## config.mk

```make
export PLATFORM = sky130hd
export DESIGN_NAME = ksd_ram
export DESIGN_NICKNAME = d
export VERILOG_FILES = /design/src/rtl/ksd_ram.sv
export SDC_FILE = /design/constraint.sdc
export NUM_CORES = 2
export LEC_CHECK = 0
export BUFFER_PORTS_ARGS = -buffer_cell sky130_fd_sc_hd__buf_2
export CORE_ASPECT_RATIO = 1.1
export CORE_UTILIZATION = 60
export CTS_CLUSTER_SIZE = 25
export DETAILED_ROUTE_END_ITERATION = 16
export PLACE_DENSITY = 0.76
export SYNTH_ARGS = -nofsm -noshare
export SYNTH_HDL_FRONTEND = slang
export SYNTH_SLANG_ARGS = --single-unit
```

## constraint.sdc

```tcl
create_clock -name clk -period 9.21 [get_ports clk]
set_clock_uncertainty 0.2 [all_clocks]
set_input_delay 1.3815 -clock clk [delete_from_list [all_inputs] [get_ports clk]]
set_output_delay 1.3815 -clock clk [all_outputs]
set_load 0.05 [all_outputs]
```

## src/rtl/ksd_ram.sv

```systemverilog
// Generic simple dual-port RAM with one write port and a registered read port.
module ksd_ram #(
	parameter int WIDTH = 32,
	parameter int DEPTH = 64
) (
	input logic clk,
	input logic we,
	input logic [$clog2(DEPTH)-1:0] waddr,
	input logic [WIDTH-1:0] wdata,
	input logic re,
	input logic [$clog2(DEPTH)-1:0] raddr,
	output logic [WIDTH-1:0] rdata
);
	logic [WIDTH-1:0] mem_q [DEPTH];

	always_ff @(posedge clk) begin
		if (we) begin
			mem_q[waddr] <= wdata;
		end
		if (re) begin
			rdata <= mem_q[raddr];
		end
	end
endmodule

```

After elaboration in Yosys (flattened, before gate mapping)
Memories as Yosys holds them, arrays and structs flattened. A register that Yosys moved wholly into a read port is not among the register bits.
Index checks and enable logic that the tools add are counted.
- register bits: 0
- latch bits: 0
- RAM bits: 2048
- bits in read-only memories: 0
- bits of input ports: 47
- output and inout port bits: 32
- logic and storage cells: 3
- memories kept: 1
- memories (name ; depth ; width ; rd ports ; clocked after memory_dff ; wr ports ; RTL line ; RTL):
    mem_q ; 64 ; 32 ; 1 ; 1 ; 1 ; 14 ; logic [WIDTH-1:0] mem_q [DEPTH];
- $add $sub $neg: 0
- $mul: 0
- div/mod/pow operators: 0
- magnitude comparators: 0
- equal/unequal tests: 0
- shift-type cells: 0
- mux-type cells: 2
- bitwise logic cells: 0
- reductions and logical operators: 0
- operators with widths (kind ; count):
    $mux 1 ; 2

Depth between registers and ports, before layout
- depth after elaboration: 2
- gate-level depth with buffers: 10
- mapped depth without buffers: 5

Least setup slack after synthesis
OpenSTA, ideal clock, no wires.
- path type: input -> register
- start: in waddr[3]
- end: mem mem_q[48][0] (enable)
- setup time: 461 ps
- data arrival time: 4080 ps
- data required time: 8549 ps
- slack: 4469 ps
- stages on the path: 4
- cell sequence: clkbuf_1 -> nor2b_1 -> nand4b_1 -> nor3_1
- RTL lines (element ; RTL line ; RTL):
    from (decl) ; 8 ; input logic [$clog2(DEPTH)-1:0] waddr,
    to (decl) ; 14 ;
Straight into the memory's write port.

==> flow_summary.ini <==
[placement]
place_inst = 5023
dp_hpwl_mm = 101.9
gp_congestion = 0.8783
io_buffers = 78

[timing]
tightestPinTransition_ns = 1.445
fmax_ghz = 0.2162
drv_slew = 0
setup-tns-final_ns = 0
rsz0062_at_grt = no
setup_viol = 0
timing.final.crit_share_pct = 50.23
max-slew-margin-rel_pct = 3.659
hold_viol = 0
period_needed_ns = 4.626

[global_route]
grt-ovfl-total = 0
grt_max_degree = 114
grt_pass1_vias = 38596
grt_antenna_before_repair = 20
grt_pass1_wl_mm = 282.0
grt_usage_pct = 30.83

[clock_tree]
cts_tree = built
ctsHoldBuffers = 0
postCtsResizedCells = 0
cts-buffers-inserted = 190
cts_setup_buffers = 0
clockBufferDepth = 3
htree_levels = 4
clock_sinks = 2080
cts-root-buf = clkbuf_16
clk_latency_ns = 0.81
clkTransAtPathRegs_ns = 0.06

[route]
ant_nets = 0
drc_errors = 0
vias = 37919
wire_per_inst_um = 37.56
first_pass_iters = 5
drt_iter0_markers = 6066
via_per_inst = 7.069
wl_mm = 201.5

[final_layout]
final_cell_count_no_fill = 5364
nFillCells = 7645
final_cell_mix = 2080 x edfxtp_1, 544 x mux4_2, 199 x clkbuf_16
drive_gt1_share_pct = 28.38
syn_to_final_growth_pct = 11.19
layout_commonest_cell = edfxtp_1
nets = 3570

[power_and_ir_drop]
clock_power_share_pct = 39.2
pwr-share-seq_pct = 55.5
power_leakage_nw = 27.14
irDropWorstVdd_mv = 0.1947
p_int_w = 0.01498
sw_frac_of_total_pct = 21.16
combPwrFrac_pct = 5.4
power.switching_w = 0.004022
power_per_cell_area_nw_per_um2 = 216.8

[setup_path]
critPathTopFamily = buffers and inverters
r2r_end = rdata[3]
worstPathRequired_ns = 9.52
reg2reg_slack_ns = 6.39
end_kind = register
cp_num_buf_inv = 2
r2r_start = mem_q[62][3]
critical_path_class = input port to register
reg2reg_depth = 4
crit_fanout = 77
cp_cell_sequence = buf_8, buf_4, mux4_2, mux4_2, o22ai_1, nor2_1
slowest_stage = buf_4
cp_slowest_stage_delay_ns = 0.85
crit_path_start_kind = input port
cpMostUsedCell = mux4_2
arrival_ns = 4.94

[die]
core-area_sq_um = 130400
dieArea_sq_um = 132800
start_util_pct = 60.44
fp-row-count = 139
die_h_um = 382.2
die_w_um = 347.6
pin_count = 79

[yosys]
yosys.area.top_type = edfxtp_1
syn-mean-instance-area_sq_um = 23.72
synthesis.nets = 3371
netlist_instances = 3324
synth_seq_cells = 2080
synth_area_sq_um = 78840
synthTopCellsByArea = edfxtp_1 79%, mux4_2 16%, mux2i_1 1.2%, o22ai_1 0.67%, nor2_1 0.65%
yosysWarnings = 0
synthDistinctLibCells = 33
yosysSeqAreaShare_pct = 79.23
yosys.area.top_type_share_pct = 79.23

[hold_path]
whs_endpoint = rdata[4]
min_path_type = register to register
min_path_cells = 4
min_from = mem_q[28][4]

[flow_run]
maxCapViolCount = 0

[status]
status = finished, final reports clean
[sequential cells by signal, indices dropped and copies added, names as in the netlist]
name / cells
rdata: 32
mem_q: 2048
[per-layer routing]
metal / track usage (%) / wire, um / up-vias
met5: 0 / 131 / -
met1: 40.74 / 68340 / 19880
li1: - / - / 14661
met3: 7.478 / 24890 / 506
met4: 14.82 / 10660 / 20
met2: 48.92 / 97430 / 2852
[worst reg2reg max path, stage by stage, from the launching register on]
cell      delay, ns
edfxtp_1       0.39
mux4_2         0.48
mux4_2         0.59
o22ai_1        0.64
nor2_1         0.22
[stage by stage]
stage               hold slack, ns  instance area (sq um)  power, W  utilization (%)  setup WS (ns)
floorplan                   0.5502                  78840   0.01128                -          4.469
global placement            0.6199                  81880   0.01170            62.77          3.910
detailed placement          0.6323                  81880   0.01174            62.77          3.831
CTS                         0.6467                  87640   0.01904            67.19          4.659
global route                0.7248                  87640   0.01943            67.19          4.478
finish                      0.6556                  87660   0.01901            67.20          4.584
[synth_stat cells]
library cell and count:
o32ai_1 4, a31oi_1 1, and3_1 4, nand3b_1 5
a41o_1 4, clkbuf_1 74, and2_1 2, or2_0 1
buf_6 5, a21oi_1 62, or2_2 1, a311oi_1 8
or3_1 3, mux4_2 544, a22oi_1 12, edfxtp_1 2080
mux2i_1 93, nand2b_1 8, nor3_1 7, nand4_1 2
buf_4 25, buf_1 21, o22ai_1 84, buf_2 57
or2_1 1, or3b_1 2, o221ai_1 27, or3b_2 3
nand4b_1 1, nor2b_1 15, nand3_1 5, nor2_1 137
nand2_1 26
[cell families (layout without fill, tap and decap cells)]
| group | Yosys count | after routing | share of synthesized area, % |
|---|---|---|---|
| mux | 637 | 637 | 16.72 |
| buf+inv | 182 | 522 | 1.124 |
| flops | 2080 | 2080 | 79.23 |
| other cells | 0 | 8 | 0 |
| simple gates | 223 | 223 | 1.260 |
| compound gates | 202 | 202 | 1.666 |
[cell type report]
class	count	area, sq um	area share (%)
repair buffers	189	1331	1.519
diodes	8	20.02	0.02284
clock buffers	249	5167	5.895
well taps	1692	2117	2.415
flip-flops and latches	2080	62460	71.26
clock inverters	84	591.8	0.6752
multi-input cells	1062	15970	18.22
[power by group through the flow]
| stage | logic, W | clock network [W] | registers (W) |
|---|---|---|---|
| 2_1_floorplan | 0.000510 | 0 | 0.0108 |
| 3_3_place_gp | 0.000969 | 0 | 0.0107 |
| 3_5_place_dp | 0.000998 | 0 | 0.0107 |
| 4_1_cts | 0.00101 | 0.00749 | 0.0105 |
| 5_1_grt | 0.00105 | 0.00784 | 0.0105 |
| 6_report | 0.00102 | 0.00744 | 0.0105 |
[worst max path at each step]
stage / to / cells past startpoint / startpoint / slack (ns)
after CTS: rdata[22] / 6 / raddr[0] / 4.66
final: rdata[22] / 6 / raddr[0] / 4.58
after global routing: rdata[22] / 6 / raddr[0] / 4.48
after floorplan: mem_q[48][0] / 4 / waddr[3] / 4.47
after detailed placement: rdata[22] / 6 / raddr[0] / 3.83
after global placement: rdata[22] / 6 / raddr[0] / 3.91
Note: power is estimated with default switching activity, not from simulation.
