File: src/rtl/ksd_pkg.sv
// Shared types and constants for the keyed snapshot difference table.
package ksd_pkg;

	localparam int KSD_TABLE_DEPTH = 64;
	localparam int KEY_W = 32;
	localparam int COUNT_W = 32;
	localparam int OP_W = 2;
	localparam int KIND_W = 2;

	typedef enum logic [OP_W-1:0] {
		OP_CLEAR = 2'd0,
		OP_LOAD = 2'd1,
		OP_COMPARE = 2'd2
	} opcode_t;

	typedef enum logic [KIND_W-1:0] {
		KIND_ADDED = 2'd0,
		KIND_CHANGED = 2'd1,
		KIND_FULL = 2'd2
	} kind_t;

endpackage

File: src/rtl/ksd_cam.sv
// Key store with parallel match, fill level and in-order slot allocation.
module ksd_cam
	import ksd_pkg::*;
#(
	parameter int DEPTH = KSD_TABLE_DEPTH
) (
	input logic clk,
	input logic arst_n,
	input logic [KEY_W-1:0] key,
	input logic clr,
	input logic ins,
	output logic hit,
	output logic [$clog2(DEPTH)-1:0] hit_idx,
	output logic [$clog2(DEPTH)-1:0] new_idx,
	output logic full
);
	localparam int IDX_W = $clog2(DEPTH);
	localparam int FILL_W = $clog2(DEPTH + 1);

	logic [KEY_W-1:0] key_q [DEPTH];
	logic [FILL_W-1:0] fill_q;
	logic [DEPTH-1:0] match;

	always_comb begin
		for (int i = 0; i < DEPTH; i++) begin
			match[i] = (FILL_W'(i) < fill_q) && (key_q[i] == key);
		end
	end

	always_comb begin
		hit_idx = '0;
		for (int i = 0; i < DEPTH; i++) begin
			if (match[i]) begin
				hit_idx = hit_idx | IDX_W'(i);
			end
		end
	end

	assign hit = |match;
	assign full = (fill_q == FILL_W'(DEPTH));
	assign new_idx = fill_q[IDX_W-1:0];

	always_ff @(posedge clk or negedge arst_n) begin
		if (!arst_n) begin
			fill_q <= '0;
		end else if (clr) begin
			fill_q <= '0;
		end else if (ins) begin
			fill_q <= fill_q + FILL_W'(1);
		end
	end

	always_ff @(posedge clk) begin
		if (ins) begin
			key_q[new_idx] <= key;
		end
	end

	assert property (@(posedge clk) disable iff (!arst_n) $onehot0(match))
		else $error("More than one valid slot holds the same key.");
	assert property (@(posedge clk) disable iff (!arst_n) fill_q <= FILL_W'(DEPTH))
		else $error("Fill level exceeds the table depth.");
	assert property (@(posedge clk) disable iff (!arst_n) ins |-> !full && !hit && !clr)
		else $error("Insert into a full table or of a key already present.");
endmodule

File: config.mk
export PLATFORM = sky130hd
export DESIGN_NAME = ksd_cam
export DESIGN_NICKNAME = d
export VERILOG_FILES = /design/src/rtl/ksd_pkg.sv /design/src/rtl/ksd_cam.sv
export SDC_FILE = /design/constraint.sdc
export NUM_CORES = 2
export LEC_CHECK = 0
export ABC_CLOCK_PERIOD_IN_PS = 4300
export BUFFER_PORTS_ARGS = -buffer_cell sky130_fd_sc_hd__buf_4
export CORE_ASPECT_RATIO = 1.25
export CORE_MARGIN = 1.5
export CORE_UTILIZATION = 45
export DETAILED_ROUTE_END_ITERATION = 10
export SETUP_SLACK_MARGIN = 0.15
export SLEW_MARGIN = 15
export SYNTH_ARGS = -nofsm -noshare
export SYNTH_HDL_FRONTEND = slang
export SYNTH_SLANG_ARGS = --single-unit
File: constraint.sdc
create_clock -name clk -period 4.3 [get_ports clk]
set_input_delay 0.86 -clock clk [delete_from_list [all_inputs] [get_ports clk]]
set_output_delay 0.86 -clock clk [all_outputs]
set_load 0.01 [all_outputs]
==> After elaboration in Yosys (flattened, before gate mapping) <==
Memory sizes are Yosys's and may differ from the RTL's.
Index checks and enable logic that the tools add are counted.
{ "classes": {"reduce_logical": 66, "eq_ne": 65, "add_sub_neg": 1, "n_lt_le_gt_ge": 64, "n_mux": 68} }
{ "op_table": {"columns": ["operator", "n"], "rows": [
  ["equality test 32 bit", 64],
  ["less-than comparator 6 x 7 -> 1 bit (first input constant)", 32],
  ["2-to-1 mux 6 bit", 32],
  ["less-than comparator 5 x 7 -> 1 bit (first input constant)", 16],
  ["2-to-1 mux 5 bit", 16],
  ["logical AND 1 bit", 64],
  ["OR reduction 64 bit", 1],
  ["less-than comparator 4 x 7 -> 1 bit (first input constant)", 8],
  ["2-to-1 mux 4 bit", 8],
  ["less-than comparator 3 x 7 -> 1 bit (first input constant)", 4],
  ["2-to-1 mux 7 bit", 3],
  ["less-than comparator 1 x 7 -> 1 bit (first input constant)", 2],
  ["less-than comparator 2 x 7 -> 1 bit (first input constant)", 2],
  ["2-to-1 mux 3 bit", 4],
  ["adder 7 x 1 -> 7 bit (second input constant)", 1],
  ["equality test 7 bit (second input constant)", 1],
  ["2-to-1 mux 2 bit", 2],
  ["2-to-1 mux 1 bit", 3],
  ["nonzero test 2 bit", 1]
]} }
{ "totals": {"inputBits": 36, "wordCells": 266, "ramBits": 2048, "n_memories": 1, "reg_bits": 7} }
{ "memory_table": {"columns": ["name", "depth", "word_bits", "rd", "rd_ports_with_merged_regs", "write_ports", "line_no", "source"], "rows": [
  ["key_q", 64, 32, 64, 0, 1, "ksd_cam.sv:20", "logic [KEY_W-1:0] key_q [DEPTH];"]
]} }

==> Longest topological paths before layout <==
An unclocked memory read counts as a cell.
{ "logic_depth": {"word_depth": 66, "mapped_depth": 12} }

==> Worst setup path before layout <==
No wires, ideal clock.
{ "synth_timing": {"kind": "input-to-reg", "startpoint": "in ins", "endpoint": "mem key_q[15][0], enable pin", "n_path_buf": 1, "slack_ns": 0.321, "t_required_ns": 3.839, "setup_ns": 0.461, "cell_stages": 3, "arrival_time_ns": 3.518, "path_cell_list": "clkbuf_1 -> nand3_1 -> nor3_1"} }
{ "synth_via": {"elab_chain_cells": 2} }
{ "synth_rtl": {"columns": ["item", "line_no", "source"], "rows": [
  ["start, declared", "ksd_cam.sv:11", "input logic ins,"],
  ["2-to-1 mux 1 bit", "ksd_cam.sv:54", "if (ins) begin"],
  ["2-to-1 mux 1 bit (not written as such)", "ksd_cam.sv:55", "key_q[new_idx] <= key;"],
  ["end, declared", "ksd_cam.sv:20", null]
]} }
No other way between the ends.

==> Final worst setup path <==
{ "layout_timing": {"startpoint": "in key[26]", "endpoint": "out hit_idx[3]"} }
{ "layout_via": {"elab_chain_cells": 58} }
{ "layout_rtl": {"columns": ["item", "line_no", "source"], "rows": [
  ["start, declared", "ksd_cam.sv:9", "input logic [KEY_W-1:0] key,"],
  ["equality test 32 bit", "ksd_cam.sv:26", "match[i] = (FILL_W'(i) < fill_q) && (key_q[i] == key);"],
  ["logical AND 1 bit", "ksd_cam.sv:26", null],
  ["2-to-1 mux 4 bit (8 in series)", "ksd_cam.sv:33", "if (match[i]) begin"],
  ["2-to-1 mux 5 bit (16 in series)", "ksd_cam.sv:33", null],
  ["2-to-1 mux 6 bit (31 in series)", "ksd_cam.sv:33", null],
  ["2-to-1 mux 6 bit *", "ksd_cam.sv:33", null],
  ["end, declared", "ksd_cam.sv:13", "output logic [$clog2(DEPTH)-1:0] hit_idx,"]
]} }
Every way passes the cells marked *; elsewhere a longest branch is shown, timed or not.

==> impl_metrics.env <==
export IMPL_outcome="finished, violations left"
export IMPL_violations="setup timing"
export IMPL_grt_util_met1_pct=34.7
export IMPL_cts_tree="yes"
export IMPL_cts_root_buf="clkbuf_16"
export IMPL_grt_max_degree=35
export IMPL_initial_core_util_pct=45.4
export IMPL_postLayoutCoreUtil_pct=55.0
export IMPL_synth_area_leaders="edfxtp_1, xor2_1, xnor2_1, nor4_1, nand4_1"
export IMPL_worst_slew_pin_slew_ns=0.996
export IMPL_gp_congestion=0.866
export IMPL_tns_ns=-2.99
export IMPL_hpwlAfterDp_mm=171
export IMPL_crit_required_ns=3.44
export IMPL_grt_pass1_vias=48757
export IMPL_synthTopCellsByCount="edfxtp_1, xor2_1, xnor2_1, nor4_1, nand4_1"
export IMPL_cp_arrival_ns=3.97
export IMPL_die_area_um2=197000
export IMPL_finalClockSkew_ns=0.0239
export IMPL_cts_sinks=2055
export IMPL_grt_met3_usage_pct=3.09
export IMPL_postRouteAntennaNets=0
export IMPL_firstDrtPassIters=7
export IMPL_yosysTopAreaCell="edfxtp_1"
export IMPL_grt_setup_unrepaired="true"
export IMPL_period_minus_slack_ns=4.83
export IMPL_grt_overflow_total=0
export IMPL_track_usage_pct=25.3
export IMPL_path_clk_slew_ns=0.06
export IMPL_finalWirelength_mm=250
export IMPL_final_setup_worst_slack_ns=-0.528
export IMPL_vias=48866
export IMPL_yosysTopAreaCellShare_pct=70.2
export IMPL_finalCritPeriodShare_pct=112
export IMPL_cts_buffer_depth=3
export IMPL_regToRegSetupSlack_ns=1.06
export IMPL_setup_viol=7
export IMPL_critPathKind="in -> out"
export IMPL_die_height_um=496
export IMPL_multiInputGateArea_um2=24600
export IMPL_max_slew_margin_pct=33.4
export IMPL_hold_path_class="in -> reg"
export IMPL_routedWlPerCell_um=27.7
export IMPL_ff_latch_area_um2=61700
export IMPL_fmax_mhz=207
export IMPL_nNetsFinal=6366
export IMPL_synth_area_um2=87600
export IMPL_place_ws_ns=-0.904
export IMPL_syn_area_per_cell_um2=16.5
export IMPL_drtIter0Drc=4510
export IMPL_power_leakage_nw=36.1
export IMPL_ys_types=63
export IMPL_drv_cap=0
export IMPL_clk_latency_ns=0.85
export IMPL_rows=180
export IMPL_crit_fanout=19
export IMPL_drc=0
export IMPL_max_vdd_ir_drop_uv=456
export IMPL_final_max_slew_viol_count=0
export IMPL_fillers=15287
export IMPL_synth_ff_type="edfxtp_1"
export IMPL_cts_htree_levels=4
export IMPL_hold_viol_final=0
export IMPL_synth_cells=5308
export IMPL_routed_via_density=5.40
export IMPL_synth_nets=5346
export IMPL_drive_gt1_share_pct=23.6
export IMPL_cp_end_kind="primary output"
export IMPL_crit_path_start_kind="primary input"
export IMPL_total_power_w=0.0424
export IMPL_area_growth_pct=21.1
export IMPL_cts_buffers=195
export IMPL_fp_dieW_um=398
export IMPL_ys_warn_count=0
export IMPL_grt_busiest_layer="met2"
export IMPL_grt_pass1_wl_mm=358
export IMPL_ioPinCount=50
export IMPL_seq_area_frac_synth_pct=70.4
export IMPL_hold_ws_ns=0.309
export IMPL_power_density_nw_per_um2=399
export IMPL_synth_edff_count=2048
export IMPL_design_core_area_um2=193000
export IMPL_grt_antenna_before_repair=7
export IMPL_met2_usage_pct=42.7
export IMPL_port_buffers=49
export IMPL_synth_seq_cells=2055
export IMPL_async_reset_ff_share_pct=0.341
export IMPL_synth_most_common_cell="edfxtp_1"
## cell families after synthesis
logic type / count (synthesis) / synth area share [%]
buffers and inverters: 259 / 2.54
and+or+nand+nor: 862 / 5.87
xor gates and xnor gates: 2052 / 20.5
muxes: 1 / 0.0114
AOI/OAI and AO/OA: 77 / 0.664
adders and majority gates: 2 / 0.0285
DFF: 2055 / 70.4
## power by group
part	internal, W	total, W	switching (W)
Combinational	0.00123	0.00306	0.00183
Clock	0.00960	0.0172	0.00761
Sequential	0.0221	0.0221	0.0000257
## sequential cells by signal, indices dropped and copies added (netlist names)
name,count
fill_q,7
key_q,2048
## worst paths after layout
path                       cells after the start  startpoint             to
min in group asynchronous                      2      arst_n      fill_q[5]
hold / removal                                 2         clr      fill_q[3]
max in group asynchronous                      2      arst_n      fill_q[6]
hold reg to reg                                3   fill_q[4]      fill_q[4]
setup / recovery                              13     key[26]     hit_idx[3]
setup reg to reg                               6   fill_q[2]  key_q[16][29]
## worst max-delay path, cell delays in order
cell      delay (ns)
clkbuf_8        0.28
buf_12          0.25
buf_12          0.23
xor2_1          0.18
nor4_1          0.61
nand4_1         0.23
nor3_1          0.31
nand4_1         0.29
nand4_1         0.19
buf_4           0.13
buf_4           0.09
or4_4           0.16
buf_6           0.11
## layer usage
metal	up-vias	share of wire [%]
met2	1431	50
met1	25495	42
li1	21641	-
met4	6	2.4
met5	-	0.017
met3	293	5.2
## placed cells by master (no fill, tap or decap), types with 47 or more instances in the layout
cell       count
edfxtp_1    2048
xor2_1      1420
buf_4        861
xnor2_1      626
nor4_1       357
nand4_1      215
clkbuf_16    198
buf_12       157
nor2_2        62
nand3_1       47
## through the flow
step	std cells	area (µm²)
after global placement	8638	98800
final	9046	106000
after detailed placement	8638	98800
after floorplan	5308	87600
after global routing	9043	106000
after CTS	9034	106000
## cell type report
cell class                      instances  area share (%)
Tap cell                             2548            3.00
Inverter                                7          0.0271
Clock buffer                          239            4.81
Multi-Input combinational cell       2994            23.2
Sequential cell                      2055            58.1
Antenna cell                            4         0.00943
Timing Repair Buffer                 1075            9.73
Clock inverter                        124            1.09
## repair_timing
item                       CTS  global route
hold buffers                 1             0
buffers inserted            32             8
resized for setup          123            31
pin swaps                   32             9
setup endpoints to repair    7             7
hold endpoints to repair     7             0
cloned                       0             0
Power figures use the tool's default switching activity.
